==> src/design/audio_cadence_estimator_defines.svh <==
// assertion macros shared by the cadence estimator rtl
`ifndef AUDIO_CADENCE_ESTIMATOR_DEFINES_SVH
`define AUDIO_CADENCE_ESTIMATOR_DEFINES_SVH

// condition holds at every clock edge outside reset
`define ACE_ASSERT_NOW(label, cond, msg) \
    label: assert property (@(posedge aclk) disable iff (!aresetn) (cond)) else $error(msg);

// antecedent implies consequent in the same cycle
`define ACE_ASSERT_SAME(label, ante, cons, msg) \
    label: assert property (@(posedge aclk) disable iff (!aresetn) (ante) |-> (cons)) \
        else $error(msg);

// antecedent implies consequent in the following cycle
`define ACE_ASSERT_NEXT(label, ante, cons, msg) \
    label: assert property (@(posedge aclk) disable iff (!aresetn) (ante) |=> (cons)) \
        else $error(msg);

`endif

==> src/design/ace_pkg.sv <==
`timescale 1ns / 1ps

package ace_pkg;

    // field widths
    localparam int RATE_BITS = 24;
    localparam int SR_BITS   = 18;
    localparam int EST_BITS  = 16;
    localparam int PTS_BITS  = 64;

    // arithmetic widths
    localparam int A_BITS      = SR_BITS + RATE_BITS;
    localparam int LIMIT_LOG2  = 49;
    localparam int PROD_BITS   = (A_BITS > LIMIT_LOG2 + 1) ? A_BITS : LIMIT_LOG2 + 1;
    localparam int ACC_BITS    = PROD_BITS + 2;
    localparam int MUL_STEPS   = LIMIT_LOG2 + 1;
    localparam int MUL_CNT_BITS = $clog2(MUL_STEPS + 1);
    localparam int NUM_BITS    = PROD_BITS + 2;
    localparam int DIV_STEPS   = EST_BITS;
    localparam int DIV_CNT_BITS = $clog2(DIV_STEPS + 1);
    localparam int HI_BITS     = NUM_BITS - EST_BITS;
    localparam int REM_BITS    = RATE_BITS + 1;

    // stream and configuration port widths
    localparam int IN_TDATA_BITS  = 168;
    localparam int OUT_TDATA_BITS = 72;
    localparam int CFG_IDX_BITS   = 2;
    localparam int CFG_DATA_BITS  = SR_BITS;

    // register reset values
    localparam logic [SR_BITS-1:0]  SAMPLE_RATE_RST = SR_BITS'(48000);
    localparam logic [EST_BITS-1:0] MIN_SAMPLES_RST = EST_BITS'(160);
    localparam logic [EST_BITS-1:0] MAX_SAMPLES_RST = EST_BITS'(4000);
    localparam logic [EST_BITS-1:0] ESTIMATE_RST    = EST_BITS'(1920);

    typedef enum logic [CFG_IDX_BITS-1:0] {
        CFG_SAMPLE_RATE = 2'd0,
        CFG_MIN_SAMPLES = 2'd1,
        CFG_MAX_SAMPLES = 2'd2
    } cfg_index_t;

    typedef enum logic [2:0] {
        ST_IDLE,
        ST_SETUP,
        ST_LAUNCH,
        ST_MUL,
        ST_DIV,
        ST_DONE
    } state_t;

    // input item, last field in the lowest bits
    typedef struct packed {
        logic [5:0]           pad;
        logic [RATE_BITS-1:0] tb_den;
        logic [RATE_BITS-1:0] tb_num;
        logic [PTS_BITS-1:0]  pts;
        logic                 pts_valid;
        logic                 interlaced;
        logic [RATE_BITS-1:0] rate_den;
        logic [RATE_BITS-1:0] rate_num;
    } in_item_t;

    // result item, last field in the lowest bits
    typedef struct packed {
        logic [4:0]           pad;
        logic                 cadence_interlaced;
        logic [RATE_BITS-1:0] cadence_rate_den;
        logic [RATE_BITS-1:0] cadence_rate_num;
        logic                 cadence_known;
        logic                 estimate_changed;
        logic [EST_BITS-1:0]  estimate_samples;
    } out_item_t;

    typedef struct packed {
        logic done;
        logic ovf;
    } mul_stat_t;

    typedef struct packed {
        logic done;
        logic ovf;
    } div_stat_t;

endpackage

==> src/design/ace_mul.sv <==
`timescale 1ns / 1ps

module ace_mul import ace_pkg::*; (
    input  logic                 aclk,
    input  logic                 aresetn,
    input  logic                 start,
    input  logic [A_BITS-1:0]    mcand,
    input  logic [PTS_BITS-1:0]  mplier,
    output logic [PROD_BITS-1:0] prod,
    output mul_stat_t            stat
);

    localparam logic [ACC_BITS-1:0] PROD_LIMIT = ACC_BITS'(1) << LIMIT_LOG2;

    logic                    busy_reg, busy_next;
    logic                    done_reg, done_next;
    logic                    ovf_reg, ovf_next;
    logic [MUL_CNT_BITS-1:0] cnt_reg, cnt_next;
    logic [ACC_BITS-1:0]     acc_reg, acc_next;
    logic [A_BITS-1:0]       mcand_reg, mcand_next;
    logic [MUL_STEPS-1:0]    sh_reg, sh_next;
    logic [ACC_BITS-1:0]     addend;
    logic [ACC_BITS-1:0]     sum;

    // one multiplier bit per cycle, msb first, with sticky limit check
    always_comb begin
        addend     = sh_reg[MUL_STEPS-1] ? ACC_BITS'(mcand_reg) : '0;
        sum        = {acc_reg[ACC_BITS-2:0], 1'b0} + addend;
        busy_next  = busy_reg;
        done_next  = 1'b0;
        ovf_next   = ovf_reg;
        cnt_next   = cnt_reg;
        acc_next   = acc_reg;
        mcand_next = mcand_reg;
        sh_next    = sh_reg;
        if (start) begin
            busy_next  = 1'b1;
            cnt_next   = MUL_CNT_BITS'(MUL_STEPS);
            acc_next   = '0;
            mcand_next = mcand;
            sh_next    = mplier[MUL_STEPS-1:0];
            ovf_next   = (|mplier[PTS_BITS-1:MUL_STEPS]) && (|mcand);
        end else if (busy_reg) begin
            acc_next = sum;
            sh_next  = {sh_reg[MUL_STEPS-2:0], 1'b0};
            ovf_next = ovf_reg || (sum > PROD_LIMIT);
            cnt_next = cnt_reg - MUL_CNT_BITS'(1);
            if (cnt_reg == MUL_CNT_BITS'(1)) begin
                busy_next = 1'b0;
                done_next = 1'b1;
            end
        end
    end

    // control state
    always_ff @(posedge aclk) begin
        if (!aresetn) begin
            busy_reg <= 1'b0;
            done_reg <= 1'b0;
            ovf_reg  <= 1'b0;
            cnt_reg  <= '0;
        end else begin
            busy_reg <= busy_next;
            done_reg <= done_next;
            ovf_reg  <= ovf_next;
            cnt_reg  <= cnt_next;
        end
    end

    // datapath
    always_ff @(posedge aclk) begin
        acc_reg   <= acc_next;
        mcand_reg <= mcand_next;
        sh_reg    <= sh_next;
    end

    assign prod      = acc_reg[PROD_BITS-1:0];
    assign stat.done = done_reg;
    assign stat.ovf  = ovf_reg;

endmodule

==> src/design/ace_div.sv <==
`timescale 1ns / 1ps

module ace_div import ace_pkg::*; (
    input  logic                 aclk,
    input  logic                 aresetn,
    input  logic                 start,
    input  logic [PROD_BITS-1:0] num,
    input  logic [RATE_BITS-1:0] den,
    output logic [EST_BITS-1:0]  quot,
    output div_stat_t            stat
);

    logic                    busy_reg, busy_next;
    logic                    done_reg, done_next;
    logic                    ovf_reg, ovf_next;
    logic [DIV_CNT_BITS-1:0] cnt_reg, cnt_next;
    logic [REM_BITS-1:0]     rem_reg, rem_next;
    logic [REM_BITS-1:0]     d2_reg, d2_next;
    logic [EST_BITS-1:0]     sh_reg, sh_next;
    logic [NUM_BITS-1:0]     m;
    logic [HI_BITS-1:0]      hi;
    logic [REM_BITS-1:0]     d2;
    logic [REM_BITS:0]       t;
    logic [REM_BITS:0]       diff;
    logic                    ge;

    // half-up rounding as floor((2n + d) / 2d), one quotient bit per cycle;
    // quotients above the estimate width are flagged up front
    always_comb begin
        m         = {1'b0, num, 1'b0} + NUM_BITS'(den);
        hi        = m[NUM_BITS-1:EST_BITS];
        d2        = {den, 1'b0};
        t         = {rem_reg, sh_reg[EST_BITS-1]};
        diff      = t - {1'b0, d2_reg};
        ge        = t >= {1'b0, d2_reg};
        busy_next = busy_reg;
        done_next = 1'b0;
        ovf_next  = ovf_reg;
        cnt_next  = cnt_reg;
        rem_next  = rem_reg;
        d2_next   = d2_reg;
        sh_next   = sh_reg;
        if (start) begin
            busy_next = 1'b1;
            cnt_next  = DIV_CNT_BITS'(DIV_STEPS);
            ovf_next  = hi >= HI_BITS'(d2);
            rem_next  = hi[REM_BITS-1:0];
            d2_next   = d2;
            sh_next   = m[EST_BITS-1:0];
        end else if (busy_reg) begin
            rem_next = ge ? diff[REM_BITS-1:0] : t[REM_BITS-1:0];
            sh_next  = {sh_reg[EST_BITS-2:0], ge};
            cnt_next = cnt_reg - DIV_CNT_BITS'(1);
            if (cnt_reg == DIV_CNT_BITS'(1)) begin
                busy_next = 1'b0;
                done_next = 1'b1;
            end
        end
    end

    // control state
    always_ff @(posedge aclk) begin
        if (!aresetn) begin
            busy_reg <= 1'b0;
            done_reg <= 1'b0;
            ovf_reg  <= 1'b0;
            cnt_reg  <= '0;
        end else begin
            busy_reg <= busy_next;
            done_reg <= done_next;
            ovf_reg  <= ovf_next;
            cnt_reg  <= cnt_next;
        end
    end

    // datapath
    always_ff @(posedge aclk) begin
        rem_reg <= rem_next;
        d2_reg  <= d2_next;
        sh_reg  <= sh_next;
    end

    assign quot      = sh_reg;
    assign stat.done = done_reg;
    assign stat.ovf  = ovf_reg;

endmodule

==> src/design/audio_cadence_estimator.sv <==
`timescale 1ns / 1ps
`include "audio_cadence_estimator_defines.svh"
// Audio cadence estimator: one frame descriptor in, one result out.
// s_ channel carries a frame descriptor per transaction, m_ channel returns
// the samples-per-frame estimate and the remembered nominal rate after it.
// The cfg channel writes sample_rate, min_samples and max_samples at any
// time (cfg_ready is always high); write it only while the block is idle.
// One descriptor is processed at a time. States from acceptance to the result:
//   setup, launch, done when neither the multiplier nor the divider is needed,
//   setup, launch, divide, done on the nominal-rate path (16-step serial divider),
//   setup, launch, multiply, done when the timestamp product exceeds the limit,
//   setup, launch, multiply, divide, done on the timestamp path (50-step serial
//   multiplier over the timestamp delta, then the divider).
// A new descriptor is taken only once the block is back in the idle state.
// The result sits in an output register; the next descriptor is accepted
// while it waits, and a stalled receiver only holds the finished item in
// the final state until the register frees up.
// Synchronous reset restores register defaults, an estimate of 1920,
// no remembered rate and no previous timestamp.
module audio_cadence_estimator import ace_pkg::*; (
    input  logic                      aclk,
    input  logic                      aresetn,
    // configuration write channel
    input  logic                      cfg_valid,
    output logic                      cfg_ready,
    input  logic [CFG_IDX_BITS-1:0]   cfg_index,
    input  logic [CFG_DATA_BITS-1:0]  cfg_data,
    // frame descriptor input
    input  logic                      s_tvalid,
    output logic                      s_tready,
    // rate_num, rate_den, interlaced, pts_valid, pts, tb_num, tb_den, zero pad
    input  logic [IN_TDATA_BITS-1:0]  s_tdata,
    // estimate result output
    output logic                      m_tvalid,
    input  logic                      m_tready,
    // estimate_samples, estimate_changed, cadence_known, cadence_rate_num,
    // cadence_rate_den, cadence_interlaced, zero pad
    output logic [OUT_TDATA_BITS-1:0] m_tdata
);

    state_t               state_reg, state_next;
    in_item_t             item_reg;
    out_item_t            out_reg, out_next;
    logic                 m_tvalid_reg, m_tvalid_next;
    logic                 out_load;

    logic [SR_BITS-1:0]   sr_reg;
    logic [EST_BITS-1:0]  min_reg;
    logic [EST_BITS-1:0]  max_reg;

    logic [EST_BITS-1:0]  estimate_reg, estimate_next;
    logic                 changed_reg, changed_next;
    logic [PTS_BITS-1:0]  prev_pts_reg, prev_pts_next;
    logic                 prev_valid_reg, prev_valid_next;
    logic [RATE_BITS-1:0] prev_tb_num_reg, prev_tb_num_next;
    logic [RATE_BITS-1:0] prev_tb_den_reg, prev_tb_den_next;
    logic [RATE_BITS-1:0] known_num_reg, known_num_next;
    logic [RATE_BITS-1:0] known_den_reg, known_den_next;
    logic                 known_intl_reg, known_intl_next;
    logic                 path_a_reg, path_a_next;
    logic                 offer_b_reg, offer_b_next;

    logic [A_BITS-1:0]    a_reg, a_next;
    logic [PTS_BITS-1:0]  delta_reg, delta_next;

    logic                 path_a;
    logic                 pts_ok;
    logic                 known_old;
    logic                 known_now;
    logic                 offer_b;

    logic                 mul_start;
    logic [PROD_BITS-1:0] mul_prod;
    mul_stat_t            mul_stat;
    logic                 div_start;
    logic [PROD_BITS-1:0] div_num;
    logic [RATE_BITS-1:0] div_den;
    logic [EST_BITS-1:0]  div_quot;
    div_stat_t            div_stat;

    assign cfg_ready = 1'b1;
    assign s_tready  = (state_reg == ST_IDLE);
    assign m_tvalid  = m_tvalid_reg;
    assign m_tdata   = out_reg;

    // configuration registers
    always_ff @(posedge aclk) begin
        if (!aresetn) begin
            sr_reg  <= SAMPLE_RATE_RST;
            min_reg <= MIN_SAMPLES_RST;
            max_reg <= MAX_SAMPLES_RST;
        end else if (cfg_valid && cfg_ready) begin
            unique case (cfg_index_t'(cfg_index))
                CFG_SAMPLE_RATE: sr_reg  <= cfg_data;
                CFG_MIN_SAMPLES: min_reg <= cfg_data[EST_BITS-1:0];
                CFG_MAX_SAMPLES: max_reg <= cfg_data[EST_BITS-1:0];
                default: ;
            endcase
        end
    end

    // descriptor capture
    always_ff @(posedge aclk) begin
        if (s_tvalid && s_tready) begin
            item_reg <= in_item_t'(s_tdata);
        end
    end

    // path decisions from the captured descriptor and the current history
    always_comb begin
        path_a    = (item_reg.rate_num != '0) && (item_reg.rate_den != '0);
        pts_ok    = item_reg.pts_valid && (item_reg.tb_num != '0) && (item_reg.tb_den != '0);
        known_old = (known_num_reg != '0) && (known_den_reg != '0);
        known_now = (known_num_reg != '0) && (known_den_reg != '0);
        offer_b   = pts_ok && !(path_a || known_old) && prev_valid_reg
                    && (prev_tb_num_reg == item_reg.tb_num)
                    && (prev_tb_den_reg == item_reg.tb_den)
                    && ($signed(item_reg.pts) > $signed(prev_pts_reg));
        a_next    = A_BITS'(sr_reg)
                    * A_BITS'(path_a ? item_reg.rate_den : item_reg.tb_num);
        delta_next = item_reg.pts - prev_pts_reg;
    end

    // sequencer
    always_comb begin
        state_next       = state_reg;
        estimate_next    = estimate_reg;
        changed_next     = changed_reg;
        prev_pts_next    = prev_pts_reg;
        prev_valid_next  = prev_valid_reg;
        prev_tb_num_next = prev_tb_num_reg;
        prev_tb_den_next = prev_tb_den_reg;
        known_num_next   = known_num_reg;
        known_den_next   = known_den_reg;
        known_intl_next  = known_intl_reg;
        path_a_next      = path_a_reg;
        offer_b_next     = offer_b_reg;
        mul_start        = 1'b0;
        div_start        = 1'b0;
        out_load         = 1'b0;
        unique case (state_reg)
            ST_IDLE: begin
                if (s_tvalid) begin
                    state_next = ST_SETUP;
                end
            end
            ST_SETUP: begin
                path_a_next  = path_a;
                offer_b_next = offer_b;
                changed_next = 1'b0;
                if (path_a) begin
                    known_num_next  = item_reg.rate_num;
                    known_den_next  = item_reg.rate_den;
                    known_intl_next = item_reg.interlaced;
                end
                if (pts_ok) begin
                    prev_pts_next    = item_reg.pts;
                    prev_valid_next  = 1'b1;
                    prev_tb_num_next = item_reg.tb_num;
                    prev_tb_den_next = item_reg.tb_den;
                end
                state_next = ST_LAUNCH;
            end
            ST_LAUNCH: begin
                if (path_a_reg) begin
                    div_start  = 1'b1;
                    state_next = ST_DIV;
                end else if (offer_b_reg) begin
                    mul_start  = 1'b1;
                    state_next = ST_MUL;
                end else begin
                    state_next = ST_DONE;
                end
            end
            ST_MUL: begin
                if (mul_stat.done) begin
                    if (mul_stat.ovf) begin
                        state_next = ST_DONE;
                    end else begin
                        div_start  = 1'b1;
                        state_next = ST_DIV;
                    end
                end
            end
            ST_DIV: begin
                if (div_stat.done) begin
                    if (!div_stat.ovf && (div_quot >= min_reg) && (div_quot <= max_reg)) begin
                        estimate_next = div_quot;
                        changed_next  = 1'b1;
                    end
                    state_next = ST_DONE;
                end
            end
            ST_DONE: begin
                if (!m_tvalid_reg || m_tready) begin
                    out_load   = 1'b1;
                    state_next = ST_IDLE;
                end
            end
            default: begin
                state_next = ST_IDLE;
            end
        endcase
    end

    // output register and valid
    always_comb begin
        out_next                    = out_reg;
        out_next.pad                = '0;
        out_next.estimate_samples   = estimate_reg;
        out_next.estimate_changed   = changed_reg;
        out_next.cadence_known      = known_now;
        out_next.cadence_rate_num   = known_num_reg;
        out_next.cadence_rate_den   = known_den_reg;
        out_next.cadence_interlaced = known_intl_reg;
        m_tvalid_next = m_tvalid_reg;
        if (out_load) begin
            m_tvalid_next = 1'b1;
        end else if (m_tready) begin
            m_tvalid_next = 1'b0;
        end
    end

    // control and history state
    always_ff @(posedge aclk) begin
        if (!aresetn) begin
            state_reg       <= ST_IDLE;
            m_tvalid_reg    <= 1'b0;
            estimate_reg    <= ESTIMATE_RST;
            changed_reg     <= 1'b0;
            prev_pts_reg    <= '0;
            prev_valid_reg  <= 1'b0;
            prev_tb_num_reg <= RATE_BITS'(1);
            prev_tb_den_reg <= '0;
            known_num_reg   <= '0;
            known_den_reg   <= RATE_BITS'(1);
            known_intl_reg  <= 1'b0;
            path_a_reg      <= 1'b0;
            offer_b_reg     <= 1'b0;
        end else begin
            state_reg       <= state_next;
            m_tvalid_reg    <= m_tvalid_next;
            estimate_reg    <= estimate_next;
            changed_reg     <= changed_next;
            prev_pts_reg    <= prev_pts_next;
            prev_valid_reg  <= prev_valid_next;
            prev_tb_num_reg <= prev_tb_num_next;
            prev_tb_den_reg <= prev_tb_den_next;
            known_num_reg   <= known_num_next;
            known_den_reg   <= known_den_next;
            known_intl_reg  <= known_intl_next;
            path_a_reg      <= path_a_next;
            offer_b_reg     <= offer_b_next;
        end
    end

    // operand and result payload
    always_ff @(posedge aclk) begin
        if (state_reg == ST_SETUP) begin
            a_reg     <= a_next;
            delta_reg <= delta_next;
        end
        if (out_load) begin
            out_reg <= out_next;
        end
    end

    // divider operands: nominal rate path starts from launch, timestamp path from the multiplier
    assign div_num = (state_reg == ST_LAUNCH) ? PROD_BITS'(a_reg) : mul_prod;
    assign div_den = (state_reg == ST_LAUNCH) ? item_reg.rate_num : item_reg.tb_den;

    ace_mul u_mul (
        .aclk    (aclk),
        .aresetn (aresetn),
        .start   (mul_start),
        .mcand   (a_reg),
        .mplier  (delta_reg),
        .prod    (mul_prod),
        .stat    (mul_stat)
    );

    ace_div u_div (
        .aclk    (aclk),
        .aresetn (aresetn),
        .start   (div_start),
        .num     (div_num),
        .den     (div_den),
        .quot    (div_quot),
        .stat    (div_stat)
    );

    // checks
    `ACE_ASSERT_NEXT(a_busy_after_accept, s_tvalid && s_tready, !s_tready, "accepted while busy")
    `ACE_ASSERT_NOW(a_one_unit_start, !(mul_start && div_start), "multiplier and divider both started")
    `ACE_ASSERT_SAME(a_out_free, out_load, !m_tvalid_reg || m_tready, "result overwritten")

endmodule

==> config.mk <==
export PLATFORM = sky130hd
export DESIGN_NAME = audio_cadence_estimator
export DESIGN_NICKNAME = d
export VERILOG_FILES = /design/src/design/ace_pkg.sv /design/src/design/ace_mul.sv /design/src/design/ace_div.sv /design/src/design/audio_cadence_estimator.sv
export VERILOG_INCLUDE_DIRS = /design/src /design/src/design
export SDC_FILE = /design/constraint.sdc
export NUM_CORES = 2
export LEC_CHECK = 0
export BUFFER_PORTS_ARGS = -buffer_cell sky130_fd_sc_hd__buf_4
export CAP_MARGIN = 0
export CORE_UTILIZATION = 63
export CTS_CLUSTER_DIAMETER = 40
export DETAILED_ROUTE_END_ITERATION = 8
export PLACE_DENSITY = 0.82
export SLEW_MARGIN = 30
export SYNTH_ARGS = -nofsm -noshare
export SYNTH_HDL_FRONTEND = slang
export SYNTH_SLANG_ARGS = --single-unit
==> constraint.sdc <==
create_clock -name aclk -period 9.95 [get_ports aclk]
set_clock_uncertainty 0.05 [all_clocks]
set_input_delay 0.4975 -clock aclk [delete_from_list [all_inputs] [get_ports aclk]]
set_output_delay 0.4975 -clock aclk [all_outputs]
set_load 0.1 [all_outputs]
* Yosys cells after proc, flatten, opt, wreduce, memory -nomap -nowiden
Cells that the tools add are included.
** Storage, ports and cells
- Register bits after elaboration :: 795
- Output and inout port bits :: 75
- Word-level logic and storage cells :: 171
** Operators by class
- Add/subtract/negate cells :: 6
- Multipliers :: 1
- $lt $le $gt $ge :: 6
- Eq/ne operators :: 16
- Mux-type cells :: 47
- Bitwise gates (word level) :: 3
- Reduce and logical (&&, ||, !) cells :: 45
** Operator list (count)
- 2-to-1 mux 50 bit :: 3
- nonzero test 24 bit :: 6
- 2-to-1 mux 25 bit :: 3
- greater-than comparator 64 bit :: 1
- subtractor 64 bit :: 1
- adder 51 x 24 -> 52 bit :: 1
- adder 52 x 42 -> 52 bit :: 1
- greater-than comparator 52 x 50 -> 1 bit (second input constant) :: 1
- equality test 24 bit :: 2
- 2-to-1 mux 24 bit :: 2
- multiplier 18 x 24 -> 42 bit :: 1
- 2-to-1 mux 42 bit :: 1
- OR reduction 42 bit :: 1
- greater-or-equal comparator 36 x 25 -> 1 bit :: 1
- 2-to-1 mux 16 bit :: 2
- greater-or-equal comparator 26 x 25 -> 1 bit :: 1
- subtractor 25 bit :: 1
- 2-to-1 mux 1 bit :: 23
- 2-to-1 mux 3 bit :: 6
- case mux 3 bit (6 select lines) :: 1
- greater-or-equal comparator 16 bit :: 1
- less-or-equal comparator 16 bit :: 1
- OR reduction 14 bit :: 1
- logical AND 1 bit :: 13
- other kinds (25) :: 49

* Logic depth before layout (Yosys ltp)
- Depth in word-level cells :: 9
- Mapped depth :: 33
- Depth with buffers taken out :: 31

* Hierarchy
A second synthesis with hierarchy kept.
** Unflattened totals
- Cells, all modules :: 5685
- Area total of the unflattened synthesis :: 55782.2 µm²
** By module, submodules not included
- audio_cadence_estimator :: instances 1, cells each 3969, area an instance 39544.2 µm², sequential area each 14764.2 µm²
- ace_mul :: instances 1, cells each 964, area an instance 9532.9 µm², sequential area each 3963.8 µm²
- ace_div :: instances 1, cells each 752, area an instance 6705.2 µm², sequential area each 2112.0 µm²

* Least setup slack after synthesis
Ideal clock, no wire load.
- Kind :: reg2reg
- Start point :: register item_reg[41] in the netlist's numbering
- End point :: register a_reg[40] (data pin)
- Library setup time :: 0.258 ns
- Arrival :: 7.856 ns
- Data required time :: 9.642 ns
- Slack :: 1.787 ns
- Stages on the path, launching flop included :: 30
- Path buffers :: 2
- Clock period less this slack :: 8.163 ns
- Path through :: edfxtp_1 nor4_1 and4_1 a31oi_1 clkbuf_1 mux2_2 clkbuf_1 and2_1 fa_1 fa_1 inv_1 fa_1 inv_1 fa_1 fa_1 inv_1 fa_1 inv_1 ha_1 nand2_1 nor2_1 and4_1 a221oi_1 a2111oi_0 o41ai_1 o311ai_0 o211ai_1 o21ba_2 o21bai_1 xnor2_1
** On the way
- Longest elaborated chain between the ends :: 4
** Ends and longest elaborated chain
- start: declaration :: line audio_cadence_estimator.sv:42 : in_item_t item_reg;
- start signal: assignment :: line audio_cadence_estimator.sv:105 : item_reg <= in_item_t'(s_tdata);
- nonzero test 24 bit :: line audio_cadence_estimator.sv:111 : path_a = (item_reg.rate_num != '0) && (item_reg.rate_den != '0);
- logical AND 1 bit :: line audio_cadence_estimator.sv:111
- 2-to-1 mux 24 bit (*) :: line audio_cadence_estimator.sv:120 : * A_BITS'(path_a ? item_reg.rate_den : item_reg.tb_num);
- multiplier 18 x 24 -> 42 bit (*) :: line audio_cadence_estimator.sv:120
- net a_next[40] :: line audio_cadence_estimator.sv:63 : logic [A_BITS-1:0] a_reg, a_next;
- end signal: assignment :: line audio_cadence_estimator.sv:260 : a_reg <= a_next;
- end: declaration :: line audio_cadence_estimator.sv:63
Mark *: on every way through the listed nets, which the timed path passes. The rest lies on a longest branch.
A chain may end at the register's enable or synchronous reset.

* Worst setup path in the final report
- Start point :: register item_reg[17] in the netlist's numbering
- End point :: register a_reg[40] (data pin)
** On the way
- Longest elaborated chain between the ends :: 4
** Ends and longest elaborated chain (line)
- nonzero test 24 bit :: audio_cadence_estimator.sv:111
- logical AND 1 bit :: audio_cadence_estimator.sv:111
- 2-to-1 mux 24 bit :: audio_cadence_estimator.sv:120
- multiplier 18 x 24 -> 42 bit :: audio_cadence_estimator.sv:120
- net a_next[40] :: audio_cadence_estimator.sv:63
The timed path passes the listed nets, and every way through them passes these cells.

==> impl_results.md <==
* Simple-gate portion of the synthesized area at 16.7%
* CP Launch Type: register
* Clk sink count at 795
* Initial antenna violation count at 6
* Antenna Nets Post-Route at 0
* RR Startpoint: item_reg[17]$_DFFE_PP_
* Root Buffer: clkbuf_16
* Gr ovfl total at 0
* 1st-iter DRT viols at 3,805
* Sequential area share after synthesis at 38.6%
* Period utilization at 93.2%
* Worst-Skew Late Latency at 0.72 ns
* Hold_sp: cfg_data[2]
* Port Buffer Count at 255
* Cell mode on critical path: fa_1
* R2r endpoint: a_reg[40]$_DFFE_PP_
* Vias in the first global route at 42,020
* CTS Buf Count at 104
* Main synth FF type: edfxtp_1
* Synth unique cells at 88
* CTS max path bufs at 3
* Mux cell area share after synthesis at 2.37%
* Worst Tran Pin Value at 1.05 ns
* Nets at 6,800
* Setup CP Type: reg -> reg
* Avg WL per Cell at 21.1 µm
* Routability cong. at 0.995
* Synth Instances at 5,593
* Synthesized flop and latch total at 795
* PostCTS Resize Cnt at 0
* WP data required at 10.34 ns
* Slowest cell on crit path: mux2_2
* Fin crit period at 9.27 ns
* Die Width at 295 µm
* Crit-path leading delay family: adder cells
* Critical Path AT at 9.66 ns
* Global-route wire length before repair at 233,000 µm
* Critical Path Sink Type: register
* Ys async rst share at 0%
* Initial Util at 64.0%
* Final Hold Fails at 0
* Rows at 106
* Worst Path Max Fanout at 22
* Largest family of logic cells by synthesized area: adder cells
* Final setup viols at 0
* Hold EP: sr_reg[2]$_SDFFE_PN0P_
* DIE AREA at 86,800 µm²
* Worst hold stages at 3
* Area Growth Syn to Fin at 14.9%
* # IOs at 268
* Number of H-tree levels at 3
* Post-DP HPWL at 111,000 µm
* Largest net degree at the start of global routing at 115
* Final cell count without fillers at 7,155
* Buffers and inverters on the worst path at 5
* Post-Synth Adder-Cell Area at 20.8%
* Inst Count DP at 6,787
* RSZ-0062 raised after global routing: no
* Netlist Area Pre-Place at 53,900 µm²
* Warnings, synthesis at 0
* XOR/XNOR Fraction of Synth Area at 4.19%
* GRT Total Usage at 35.0%
* Core Area at 84,200 µm²
* Layout cells sized above 1 at 8.99%
* Max Fclk at 108 MHz
* Residual DRC count at 0
* TritonCTS clock tree: yes
* R2R Setup Slk at 0.68 ns
* Drt total wl at 151,000 µm
* Worst r2r path cells at 30
* CP max stage delay at 0.59 ns
* Mapped Avg Cell Area at 9.64 µm²
* Setup tns final at 0 ns
* Slew margin rel. at 30.3%
* Die Y at 295 µm
* Drt first pass iters at 6
* CTS clk-pin slew, worst paths at 0.06 ns
* Post-synth EDFFs at 492
* Vias at 42,391
* MaxCap Viol Count at 0
* Largest register FFs at 162
* Final core utilization at 73.6%
* Run status: finished clean
* Compound-cell area share of the yosys netlist at 11.4%
* Via density at 5.92
* Worst hold path type: in -> reg
* Final Max Tran Viols at 0
[worst min-delay path, cell delays in order]
cell and delay, ns:
buf_4 0.12, nand2_1 0.04, a21boi_0 0.06
[cell families (layout without fill, tap and decap cells)]
group / after synthesis / in the layout
other: 2 / 12
XOR/XNOR: 258 / 258
buffers and inverters: 835 / 1253
multiplexers: 125 / 125
AO/OA/AOI/OAI: 909 / 909
AND/OR/NAND/NOR: 1985 / 1985
adder cells (fa/ha/maj): 684 / 684
flip-flops: 795 / 795
[cells in the final DEF, fill, tap and decap left out, types with 47 or more instances in the layout]
cell              n
nand4_1          54
clkbuf_16       106
nor3_1           47
a21o_1          118
inv_1           602
a21oi_1         194
edfxtp_1        492
nor2b_1          48
and2_1          221
nor4_1           64
nand3_1          77
a21boi_0        207
xnor2_1         180
dfxtp_1         292
nor2_1          220
buf_4           284
xor2_1           78
fa_1            356
ha_1            328
o21ai_0         140
nand2_1        1129
dlygate4sd3_1   164
mux2i_1         102
[layer usage]
layer	wire length [µm]	global-route usage (%)	up-vias
met5	0	0	-
met4	6280	13.6	0
met1	60900	46.9	20501
met2	69000	55.6	2113
li1	-	-	19423
met3	15100	7.62	354
[what timing repair did]
| item | 4_1_cts | 5_1_grt |
|---|---|---|
| hold buffers | 164 | 0 |
| buffers inserted | 0 | 0 |
| endpoints found under the hold margin | 164 | 0 |
[worst max path at each step]
stage,startpoint,slack [ns],to,depth (start not counted)
2_1_floorplan,item_reg[41]$_DFFE_PP_,1.79,a_reg[40]$_DFFE_PP_,29
3_3_place_gp,item_reg[17]$_DFFE_PP_,0.86,a_reg[40]$_DFFE_PP_,30
3_5_place_dp,item_reg[17]$_DFFE_PP_,0.77,a_reg[40]$_DFFE_PP_,30
4_1_cts,item_reg[17]$_DFFE_PP_,0.76,a_reg[40]$_DFFE_PP_,30
5_1_grt,item_reg[17]$_DFFE_PP_,0.24,a_reg[40]$_DFFE_PP_,30
6_report,item_reg[17]$_DFFE_PP_,0.68,a_reg[40]$_DFFE_PP_,30
[cell usage after synthesis (all sizes together), types with 48 or more instances]
cell type | n | area share [%]
inv | 604 | 4.2
and2 | 225 | 2.6
nor2 | 221 | 1.5
nand2 | 1131 | 7.9
dfxtp | 303 | 11
nor2b | 49 | 0.57
ha | 328 | 7.6
edfxtp | 492 | 27
o21ai | 145 | 1.3
a21oi | 195 | 1.8
a21o | 121 | 1.7
a21boi | 208 | 2.9
xnor2 | 180 | 2.9
mux2i | 102 | 1.9
nand3 | 77 | 0.71
fa | 356 | 13
nand4 | 54 | 0.63
nor4 | 66 | 0.78
clkbuf | 199 | 1.4
nor3 | 48 | 0.45
xor2 | 78 | 1.3
[area by class of cell]
class | count | area [µm²]
inverters | 605 | 2280
clock inverters | 74 | 836
repair buffers | 450 | 3800
clock buffers | 124 | 2790
flip-flops and latches | 795 | 20900
multi-input cells | 3967 | 30000
well taps | 1134 | 1420
fillers | 5844 | 22200
diodes | 6 | 15.0
[per-stage QoR]
stage,setup WS [ns],cell area [µm²],hold slack [ns]
after global placement,0.859,56700,0.363
after floorplan,1.79,54000,0.358
final,0.681,62000,0.0304
after detailed placement,0.774,56700,0.366
after CTS,0.760,62000,0.00145
after global routing,0.244,62000,0.0158
Power is not shown: default switching activity piles up to over one toggle a cycle in this logic, so the estimate is an artifact.
